<file path="src/design/hex_record_loader_core_assert.svh">
// ----------------------------------------------------------------------------
// hex record loader assertion macros
// concurrent check wrappers, empty when synthesized
// ----------------------------------------------------------------------------
`ifndef HEX_RECORD_LOADER_CORE_ASSERT_SVH
`define HEX_RECORD_LOADER_CORE_ASSERT_SVH

`ifndef SYNTHESIS
`define HRL_ASSERT_SAME(label, clk, rst, ante, cons) \
   label: assert property (@(posedge clk) disable iff (rst) (ante) |-> (cons)) \
      else $error("assertion failed");
`define HRL_ASSERT_NEXT(label, clk, rst, ante, cons) \
   label: assert property (@(posedge clk) disable iff (rst) (ante) |=> (cons)) \
      else $error("assertion failed");
`else
`define HRL_ASSERT_SAME(label, clk, rst, ante, cons)
`define HRL_ASSERT_NEXT(label, clk, rst, ante, cons)
`endif

`endif

</file>
<file path="src/design/hrl_pkg.sv">
// ----------------------------------------------------------------------------
// hex record loader package
// widths, parse phase codes, result kinds and the character to nibble map
// ----------------------------------------------------------------------------
`timescale 1ns / 1ps

package hrl_pkg;

   localparam int CHAR_W  = 8;
   localparam int KIND_W  = 3;
   localparam int ADDR_W  = 16;
   localparam int DATA_W  = 8;
   localparam int PHASE_W = 4;
   localparam int NIB_W   = 4;

   localparam logic [PHASE_W-1:0] PH_START    = 4'd0;
   localparam logic [PHASE_W-1:0] PH_COUNT    = 4'd1;
   localparam logic [PHASE_W-1:0] PH_ADDR_HI  = 4'd2;
   localparam logic [PHASE_W-1:0] PH_ADDR_LO  = 4'd3;
   localparam logic [PHASE_W-1:0] PH_TYPE     = 4'd4;
   localparam logic [PHASE_W-1:0] PH_DATA     = 4'd5;
   localparam logic [PHASE_W-1:0] PH_CHECK    = 4'd6;
   localparam logic [PHASE_W-1:0] PH_LINE_END = 4'd7;
   localparam logic [PHASE_W-1:0] PH_DONE     = 4'd8;

   localparam logic [KIND_W-1:0] KIND_WRITE     = 3'd0;
   localparam logic [KIND_W-1:0] KIND_END       = 3'd1;
   localparam logic [KIND_W-1:0] KIND_BAD_START = 3'd2;
   localparam logic [KIND_W-1:0] KIND_BAD_TYPE  = 3'd3;
   localparam logic [KIND_W-1:0] KIND_BAD_SUM   = 3'd4;

   localparam logic [CHAR_W-1:0] CHAR_COLON   = 8'h3A;
   localparam logic [CHAR_W-1:0] CHAR_NINE    = 8'h39;
   localparam logic [CHAR_W-1:0] CHAR_EOF     = 8'hFF;
   localparam logic [CHAR_W-1:0] OFFSET_ALPHA = 8'd55;
   localparam logic [CHAR_W-1:0] OFFSET_DIGIT = 8'd48;

   localparam logic [DATA_W-1:0] TYPE_DATA = 8'd0;
   localparam logic [DATA_W-1:0] TYPE_EOF  = 8'd1;

   // full modulo-256 value, the low nibble of a byte adds all eight bits
   function automatic logic [CHAR_W-1:0] to_nibble(input logic [CHAR_W-1:0] c);
      logic [CHAR_W-1:0] t;
      if (c > CHAR_NINE) begin
         t = c - OFFSET_ALPHA;
      end else begin
         t = c - OFFSET_DIGIT;
      end
      return t;
   endfunction

endpackage

</file>
<file path="src/design/hrl_req_if.sv">
// ----------------------------------------------------------------------------
// hex record loader character channel
// valid/ready channel carrying one image character per item
// ----------------------------------------------------------------------------
`timescale 1ns / 1ps

interface hrl_req_if;
   logic                       valid;
   logic                       ready;
   logic [hrl_pkg::CHAR_W-1:0] char_in;

   modport source (output valid, output char_in, input ready);
   modport sink   (input valid, input char_in, output ready);
endinterface

</file>
<file path="src/design/hrl_rsp_if.sv">
// ----------------------------------------------------------------------------
// hex record loader result channel
// valid/ready channel carrying memory writes and load status
// ----------------------------------------------------------------------------
`timescale 1ns / 1ps

interface hrl_rsp_if;
   logic                       valid;
   logic                       ready;
   logic [hrl_pkg::KIND_W-1:0] kind;
   logic [hrl_pkg::ADDR_W-1:0] write_address;
   logic [hrl_pkg::DATA_W-1:0] write_data;

   modport source (output valid, output kind, output write_address, output write_data,
                   input ready);
   modport sink   (input valid, input kind, input write_address, input write_data,
                   output ready);
endinterface

</file>
<file path="src/design/hex_record_loader_core.sv">
// ----------------------------------------------------------------------------
// hex record loader core
// parses a hex record image one character per item into memory writes and load status
// ----------------------------------------------------------------------------
//   channel   dir   payload                              handshake
//   req_ch    in    char_in[7:0]                         valid/ready
//   rsp_ch    out   kind[2:0] write_address[15:0]        valid/ready
//                   write_data[7:0]
//
// one character per cycle sustained while rsp_ch is not stalled
// the input register feeds the parse logic, the result register holds its output
// synchronous reset returns the parser to waiting for a colon
// a stalled result holds the input register, which then back-pressures req_ch
// after a terminal status every further character is absorbed until reset
// ----------------------------------------------------------------------------
`timescale 1ns / 1ps

`include "hex_record_loader_core_assert.svh"

module hex_record_loader_core (
   input  logic       clock,
   input  logic       reset,
   hrl_req_if.sink    req_ch,
   hrl_rsp_if.source  rsp_ch
);

   logic                          in_valid_ff, in_valid_in;
   logic [hrl_pkg::CHAR_W-1:0]    in_char_ff, in_char_in;

   logic [hrl_pkg::PHASE_W-1:0]   phase_ff, phase_in;
   logic                          second_ff, second_in;
   logic [hrl_pkg::NIB_W-1:0]     high_nib_ff, high_nib_in;
   logic [hrl_pkg::DATA_W-1:0]    bytes_left_ff, bytes_left_in;
   logic [hrl_pkg::ADDR_W-1:0]    load_addr_ff, load_addr_in;
   logic [hrl_pkg::DATA_W-1:0]    sum_ff, sum_in;

   logic                          out_valid_ff, out_valid_in;
   logic [hrl_pkg::KIND_W-1:0]    out_kind_ff, out_kind_in;
   logic [hrl_pkg::ADDR_W-1:0]    out_addr_ff, out_addr_in;
   logic [hrl_pkg::DATA_W-1:0]    out_data_ff, out_data_in;

   logic                          advance;
   logic                          emit;
   logic                          byte_phase;
   logic [hrl_pkg::CHAR_W-1:0]    nib;
   logic [hrl_pkg::DATA_W-1:0]    byte_val;
   logic [hrl_pkg::DATA_W-1:0]    sum_next;
   logic [hrl_pkg::DATA_W-1:0]    left_dec;

   assign advance       = in_valid_ff && (!out_valid_ff || rsp_ch.ready);
   assign req_ch.ready  = !in_valid_ff || advance;

   assign nib        = hrl_pkg::to_nibble(in_char_ff);
   assign byte_val   = {high_nib_ff, 4'h0} + nib;
   assign sum_next   = sum_ff + byte_val;
   assign left_dec   = bytes_left_ff - 8'd1;
   assign byte_phase = (phase_ff >= hrl_pkg::PH_COUNT) && (phase_ff <= hrl_pkg::PH_CHECK);

   // input register
   always_comb begin
      in_char_in = in_char_ff;
      if (req_ch.valid && req_ch.ready) begin
         in_valid_in = 1'b1;
         in_char_in  = req_ch.char_in;
      end else if (advance) begin
         in_valid_in = 1'b0;
      end else begin
         in_valid_in = in_valid_ff;
      end
   end

   // parse step
   always_comb begin
      phase_in      = phase_ff;
      second_in     = second_ff;
      high_nib_in   = high_nib_ff;
      bytes_left_in = bytes_left_ff;
      load_addr_in  = load_addr_ff;
      sum_in        = sum_ff;
      emit          = 1'b0;
      out_kind_in   = out_kind_ff;
      out_addr_in   = out_addr_ff;
      out_data_in   = out_data_ff;

      if (advance) begin
         out_kind_in = hrl_pkg::KIND_WRITE;
         out_addr_in = '0;
         out_data_in = '0;
         priority if (phase_ff == hrl_pkg::PH_START) begin
            if (in_char_ff == hrl_pkg::CHAR_EOF) begin
               phase_in = hrl_pkg::PH_DONE;
            end else if (in_char_ff != hrl_pkg::CHAR_COLON) begin
               phase_in    = hrl_pkg::PH_DONE;
               emit        = 1'b1;
               out_kind_in = hrl_pkg::KIND_BAD_START;
            end else begin
               sum_in    = '0;
               second_in = 1'b0;
               phase_in  = hrl_pkg::PH_COUNT;
            end
         end else if (phase_ff == hrl_pkg::PH_LINE_END) begin
            if (sum_ff != '0) begin
               phase_in    = hrl_pkg::PH_DONE;
               emit        = 1'b1;
               out_kind_in = hrl_pkg::KIND_BAD_SUM;
            end else begin
               phase_in = hrl_pkg::PH_START;
            end
         end else if (byte_phase && !second_ff) begin
            high_nib_in = nib[hrl_pkg::NIB_W-1:0];
            second_in   = 1'b1;
         end else if (byte_phase) begin
            second_in = 1'b0;
            sum_in    = sum_next;
            unique case (phase_ff)
               hrl_pkg::PH_COUNT: begin
                  if (byte_val == '0) begin
                     phase_in    = hrl_pkg::PH_DONE;
                     emit        = 1'b1;
                     out_kind_in = hrl_pkg::KIND_END;
                  end else begin
                     bytes_left_in = byte_val;
                     phase_in      = hrl_pkg::PH_ADDR_HI;
                  end
               end
               hrl_pkg::PH_ADDR_HI: begin
                  load_addr_in = {byte_val, 8'd0};
                  phase_in     = hrl_pkg::PH_ADDR_LO;
               end
               hrl_pkg::PH_ADDR_LO: begin
                  load_addr_in = {load_addr_ff[15:8], byte_val};
                  phase_in     = hrl_pkg::PH_TYPE;
               end
               hrl_pkg::PH_TYPE: begin
                  if (byte_val == hrl_pkg::TYPE_EOF) begin
                     phase_in    = hrl_pkg::PH_DONE;
                     emit        = 1'b1;
                     out_kind_in = hrl_pkg::KIND_END;
                  end else if (byte_val != hrl_pkg::TYPE_DATA) begin
                     phase_in    = hrl_pkg::PH_DONE;
                     emit        = 1'b1;
                     out_kind_in = hrl_pkg::KIND_BAD_TYPE;
                  end else begin
                     phase_in = hrl_pkg::PH_DATA;
                  end
               end
               hrl_pkg::PH_DATA: begin
                  emit          = 1'b1;
                  out_kind_in   = hrl_pkg::KIND_WRITE;
                  out_addr_in   = load_addr_ff;
                  out_data_in   = byte_val;
                  load_addr_in  = load_addr_ff + 16'd1;
                  bytes_left_in = left_dec;
                  if (left_dec == '0) begin
                     phase_in = hrl_pkg::PH_CHECK;
                  end
               end
               default: begin
                  phase_in = hrl_pkg::PH_LINE_END;
               end
            endcase
         end else begin
            // done and unused codes absorb
            phase_in = phase_ff;
         end
      end
   end

   assign out_valid_in = advance ? emit : (out_valid_ff && !rsp_ch.ready);

   always_ff @(posedge clock) begin
      if (reset) begin
         in_valid_ff   <= 1'b0;
         phase_ff      <= hrl_pkg::PH_START;
         second_ff     <= 1'b0;
         high_nib_ff   <= '0;
         bytes_left_ff <= '0;
         load_addr_ff  <= '0;
         sum_ff        <= '0;
         out_valid_ff  <= 1'b0;
      end else begin
         in_valid_ff   <= in_valid_in;
         phase_ff      <= phase_in;
         second_ff     <= second_in;
         high_nib_ff   <= high_nib_in;
         bytes_left_ff <= bytes_left_in;
         load_addr_ff  <= load_addr_in;
         sum_ff        <= sum_in;
         out_valid_ff  <= out_valid_in;
      end
   end

   always_ff @(posedge clock) begin
      in_char_ff <= in_char_in;
      if (advance && emit) begin
         out_kind_ff <= out_kind_in;
         out_addr_ff <= out_addr_in;
         out_data_ff <= out_data_in;
      end
   end

   assign rsp_ch.valid         = out_valid_ff;
   assign rsp_ch.kind          = out_kind_ff;
   assign rsp_ch.write_address = out_addr_ff;
   assign rsp_ch.write_data    = out_data_ff;

   `HRL_ASSERT_NEXT(a_done_silent, clock, reset,
                    (phase_ff == hrl_pkg::PH_DONE) && !out_valid_ff, !out_valid_ff)
   `HRL_ASSERT_SAME(a_status_is_final, clock, reset,
                    out_valid_ff && (out_kind_ff != hrl_pkg::KIND_WRITE),
                    phase_ff == hrl_pkg::PH_DONE)
   `HRL_ASSERT_NEXT(a_held_char, clock, reset,
                    in_valid_ff && !advance, in_valid_ff && $stable(in_char_ff))

endmodule

</file>
<file path="src/flat_wrapper.sv">
// flat-port wrapper written by rule: the top's interface ports become plain ports
module hex_record_loader_core_flat 
  (clock, reset, req_ch_valid, req_ch_char_in, req_ch_ready, rsp_ch_valid, rsp_ch_kind, rsp_ch_write_address, rsp_ch_write_data, rsp_ch_ready);
  hrl_req_if req_ch_i ();
  hrl_rsp_if rsp_ch_i ();
  input  logic clock;
  input  logic reset;
  input wire logic [$bits(req_ch_i.valid)-1:0] req_ch_valid;
  input wire logic [$bits(req_ch_i.char_in)-1:0] req_ch_char_in;
  output wire logic [$bits(req_ch_i.ready)-1:0] req_ch_ready;
  output wire logic [$bits(rsp_ch_i.valid)-1:0] rsp_ch_valid;
  output wire logic [$bits(rsp_ch_i.kind)-1:0] rsp_ch_kind;
  output wire logic [$bits(rsp_ch_i.write_address)-1:0] rsp_ch_write_address;
  output wire logic [$bits(rsp_ch_i.write_data)-1:0] rsp_ch_write_data;
  input wire logic [$bits(rsp_ch_i.ready)-1:0] rsp_ch_ready;
  assign req_ch_i.valid = req_ch_valid;
  assign req_ch_i.char_in = req_ch_char_in;
  assign req_ch_ready = req_ch_i.ready;
  assign rsp_ch_valid = rsp_ch_i.valid;
  assign rsp_ch_kind = rsp_ch_i.kind;
  assign rsp_ch_write_address = rsp_ch_i.write_address;
  assign rsp_ch_write_data = rsp_ch_i.write_data;
  assign rsp_ch_i.ready = rsp_ch_ready;
  hex_record_loader_core u_core (.clock(clock), .reset(reset), .req_ch(req_ch_i), .rsp_ch(rsp_ch_i));
endmodule
</file>
<file path="config.mk">
export PLATFORM = sky130hd
export DESIGN_NAME = hex_record_loader_core_flat
export DESIGN_NICKNAME = d
export VERILOG_FILES = /design/src/design/hrl_pkg.sv /design/src/design/hrl_req_if.sv /design/src/design/hrl_rsp_if.sv /design/src/design/hex_record_loader_core.sv /design/src/flat_wrapper.sv
export VERILOG_INCLUDE_DIRS = /design/src /design/src/design
export SDC_FILE = /design/constraint.sdc
export NUM_CORES = 1
export LEC_CHECK = 0
export BUFFER_PORTS_ARGS = -buffer_cell sky130_fd_sc_hd__buf_2
export CORE_MARGIN = 1
export CORE_UTILIZATION = 45
export DETAILED_ROUTE_END_ITERATION = 10
export HOLD_SLACK_MARGIN = 0.12
export PLACE_DENSITY = 0.62
export SLEW_MARGIN = 20
export SYNTH_ARGS = -nofsm -noshare
export SYNTH_HDL_FRONTEND = slang
export SYNTH_SLANG_ARGS = --single-unit
</file>
<file path="constraint.sdc">
create_clock -name clock -period 9.85 [get_ports clock]
set_input_delay 1.97 -clock clock [delete_from_list [all_inputs] [get_ports clock]]
set_output_delay 1.97 -clock clock [all_outputs]
set_load 0.005 [all_outputs]
</file>
==> results.md <==
GRT:
- The via count of the first global-routing pass is 3623.
- The number of antenna violations at the first check in global routing came to 0.
- The global-route wire length before repair is 18.5 mm.
- The global-route usage over all layers is 22.9%.
- Summed over all layers, the global routing overflow is 0.
- The maximum number of pins on one net before global-route repair is 40.

Logic synthesis:
- Summing the areas of all compound-gate instances in the mapped netlist gives 21.2% of the synthesized area.
- The number of library cell types mapped by synthesis is 70.
- The area fraction in and, or, nand and nor cells after synthesis is 24.1%.
- The average cell area after synthesis is 8.89 um2.
- The Yosys step of the flow raised 0 warnings.
- The portion of synthesized area spent on multiplexers is 2.30%.
- The post-synthesis instance total is 520.
- For this run, the register share of the synthesized area comes to 41.4%.
- The most used flip-flop cell after synthesis is dfxtp_1.
- The number of enable flip-flop cells after synthesis is 35.
- The xor and xnor fraction of the mapped netlist area is 1.71%.
- Summing the areas of all fa, ha and maj instances in the mapped netlist gives 5.74% of the synthesized area.
- The share of synthesized registers carrying an async set or reset is 0%.
- The number of nets produced by synthesis is 552.
- The cell area that synthesis handed to floorplanning was 0.00462 mm2.
- After synthesis, the largest family of logic cells by area is simple AND/OR/NAND/NOR gates.
- The register bit total from synthesis is 78.

Clock tree:
- TritonCTS created 9 clock buffers.
- The CTS tree is built.
- Clock-pin slew was measured on the worst setup and hold paths at 0.08 ns.
- The post-cts sizing count is 0.
- The H-tree was split into 3 levels.
- After clock tree synthesis, the flow added hold-fix buffers numbering 0.
- The number of clock sinks is 78.
- In this run the clock root is driven by a clkbuf_8.
- The later pin in the worst-skew pair is clocked with a latency of 0.37 ns.
- In this run the post-CTS setup repair buffer count came out at 0.
- No sink is reached through more buffers than the 2 on the longest clock path.

Timing:
- The clock period minus final worst setup slack is 4.61 ns.
- The count of endpoints failing hold in the final timing report is 0.
- The final sum of negative setup slack is 0 ns.
- The fraction of the cycle the final worst path needs is 46.8%.
- The tightest hold path in the finished design has a slack of 0.472 ns.
- Based on the critical path, the design can be clocked at up to 0.217 GHz.
- Measured against its own limit, the worst slew margin works out to 31.4%.
- Setup repair after global routing left no endpoint under its margin.
- The count of final max-slew check failures is 0.
- The final setup violation count is 0.
- The transition time at the pin with the least slew margin is 1.03 ns.
- The worst clock skew is 0.0142 ns.

Floorplanning:
- The die outline height is 103 um.
- The area of the placeable core is 0.00986 mm2.
- The cell row count is 36.
- The die covers 0.0107 mm2.
- 41 I/O pins were placed.
- The die width is 103 um.
- Once the floorplan was initialized, standard cells occupied 46.9% of the core.

Worst setup path:
- The largest fanout of any net on the critical path is 27.
- The worst setup path is launched from a register.
- STA puts the critical path data arrival time at 4.65 ns.
- The endpoint required time on the critical path is 9.89 ns.
- STA classifies the critical path endpoint as a register.
- The critical path in this run is classified as register to register.

Flow run:
- The max-capacitance violation count is 0.

Place:
- The port buffer count is 40.
- Summed over all nets, the half-perimeter wirelength after detailed placement is 8.11 mm.
- At the end of routability-driven placement, the weighted congestion stood at 0.959.

Routing:
- Wires add up to 11.2 mm.
- In the routed design, unresolved DRC markers number 0.
- The number of vias in the routed layout is 3996.
- The number of routed nets with antenna violations is 0.
- Dividing the detail-routed via count by the number of cells gives 5.77.
- The detailed router finished its first iteration with 283 violations.
- The number of iterations in the first detailed-routing pass is 5.
- Dividing the detail-routed wire length by the instance count gives 16.3 um.

Final layout:
- The net count of the finished layout is 586.
- In the layout the commonest cells are 56 x nand2_1, 46 x nor2_1, 43 x dfxtp_1.
- The library cell used most frequently in the layout, excluding fill and tap cells, is nand2_1.
- The synthesis-to-finish area growth is 11.2%.
- The layout has 915 filler cells.
- The area taken by flip-flops and latches is 0.00191 mm2.
- 0 antenna diodes ended up in the layout.
- In the final layout, the multi-input gates occupy 0.00255 mm2.
- The fraction of final layout cells with drive strength greater than 1 is 15.6%.

Worst hold path:
- The path class of the tightest hold or removal check is register to register.

Outcome:
- The flow ran to the end, and the final reports show no timing, DRC or antenna violations.

Power:
- The leakage power summed over all cells is 1.84 nW.
- The worst-case IR drop observed on VDD is 0.0000508 V.
- After layout, the design draws a total of 0.000673 W.
- Power spread over the standard cell area amounts to 131 mW/mm2.
[flip-flops by register name, indices dropped and copies added (netlist names), 3 cells and up]
register	flops
u_core.load_addr_ff	16
u_core.rsp_ch.write_address	16
u_core.bytes_left_ff	8
u_core.in_char_ff	8
u_core.rsp_ch.write_data	8
u_core.sum_ff	8
u_core.high_nib_ff	4
u_core.phase_ff	4
u_core.rsp_ch.kind	3
[synthesized netlist by cell type (all sizes together), types with 4 or more instances]
library cell	number	area, um2
a211oi	15	118
a21o	6	46.3
a21oi	34	178
a22oi	7	52.6
a31oi	4	25.0
and2	24	151
and3	8	50.1
clkbuf	21	78.8
dfxtp	43	861
edfxtp	35	1050
ha	18	225
inv	18	67.6
mux2i	8	80.1
nand2	56	210
nand2b	8	50.1
nand3	20	100
nor2	47	176
nor2b	11	68.8
nor3	11	55.1
nor4	8	50.1
o211ai	4	30.0
o21ai	33	165
o22ai	7	43.8
or3	9	57.6
xnor2	6	52.6
[metal layers]
| layer | part of all wire [%] | vias to the layer above | track usage, % |
|---|---|---|---|
| met3 | 5.7 | 15 | 2.49 |
| met4 | 1.6 | 0 | 9.32 |
| li1 | - | 1981 | - |
| met1 | 47 | 1861 | 32.9 |
| met5 | 0 | - | 0 |
| met2 | 45 | 139 | 34.8 |
[per-stage QoR]
step	worst slack, ns	utilization (%)	cell area [um2]	std cells
floorplan	4.90	-	4620	520
global placement	5.43	50.1	4940	676
detailed placement	5.30	50.1	4940	676
CTS	5.27	52.1	5140	692
global route	4.99	52.1	5140	692
finish	5.24	52.1	5140	692
[worst paths after layout]
kind | slack [ns] | end | startpoint | cells past startpoint
max | 5.24 | u_core.rsp_ch.write_address[12] | u_core.in_char_ff[0] | 15
min | 0.47 | u_core.high_nib_ff[0] | u_core.high_nib_ff[0] | 2
max reg2reg | 5.24 | u_core.rsp_ch.write_address[12] | u_core.in_char_ff[0] | 15
min reg2reg | 0.47 | u_core.high_nib_ff[0] | u_core.high_nib_ff[0] | 2
[logic make-up (layout without fill, tap and decap cells)]
| logic type | count (synthesis) | count (layout) |
|---|---|---|
| AO/OA/AOI/OAI | 142 | 142 |
| XOR/XNOR | 9 | 9 |
| adder cells (fa/ha/maj) | 20 | 20 |
| buffers and inverters | 41 | 80 |
| flip-flops | 78 | 78 |
| multiplexers | 10 | 10 |
| AND/OR/NAND/NOR | 220 | 220 |
[critical path, stage by stage (launching register included)]
cell       delay, ns
edfxtp_1        0.51
ha_1            0.27
and2_1          0.17
nor2_1          0.16
nand2_1         0.09
xor2_1          0.18
ha_1            0.20
inv_1           0.05
fa_1            0.58
inv_1           0.08
or3_1           0.37
a221o_1         0.36
a2111oi_4       0.60
mux2i_1         0.21
nor2_2          0.13
buf_4           0.32
[power by group]
group | internal, W | switching, W
sequential | 0.000346 | 0.00000668
combinational | 0.0000278 | 0.0000489
clock | 0.000117 | 0.000126
total | 0.000491 | 0.000182
[final cells by class]
| cell class | count | area share, % |
|---|---|---|
| tap | 133 | 3.24 |
| sequential | 78 | 37.2 |
| clock buffer | 9 | 2.41 |
| multi-input combinational | 401 | 49.7 |
| timing repair buffer | 46 | 4.77 |
| inverter | 18 | 1.31 |
| clock inverter | 7 | 1.41 |
Power figures use the tool's default switching activity.
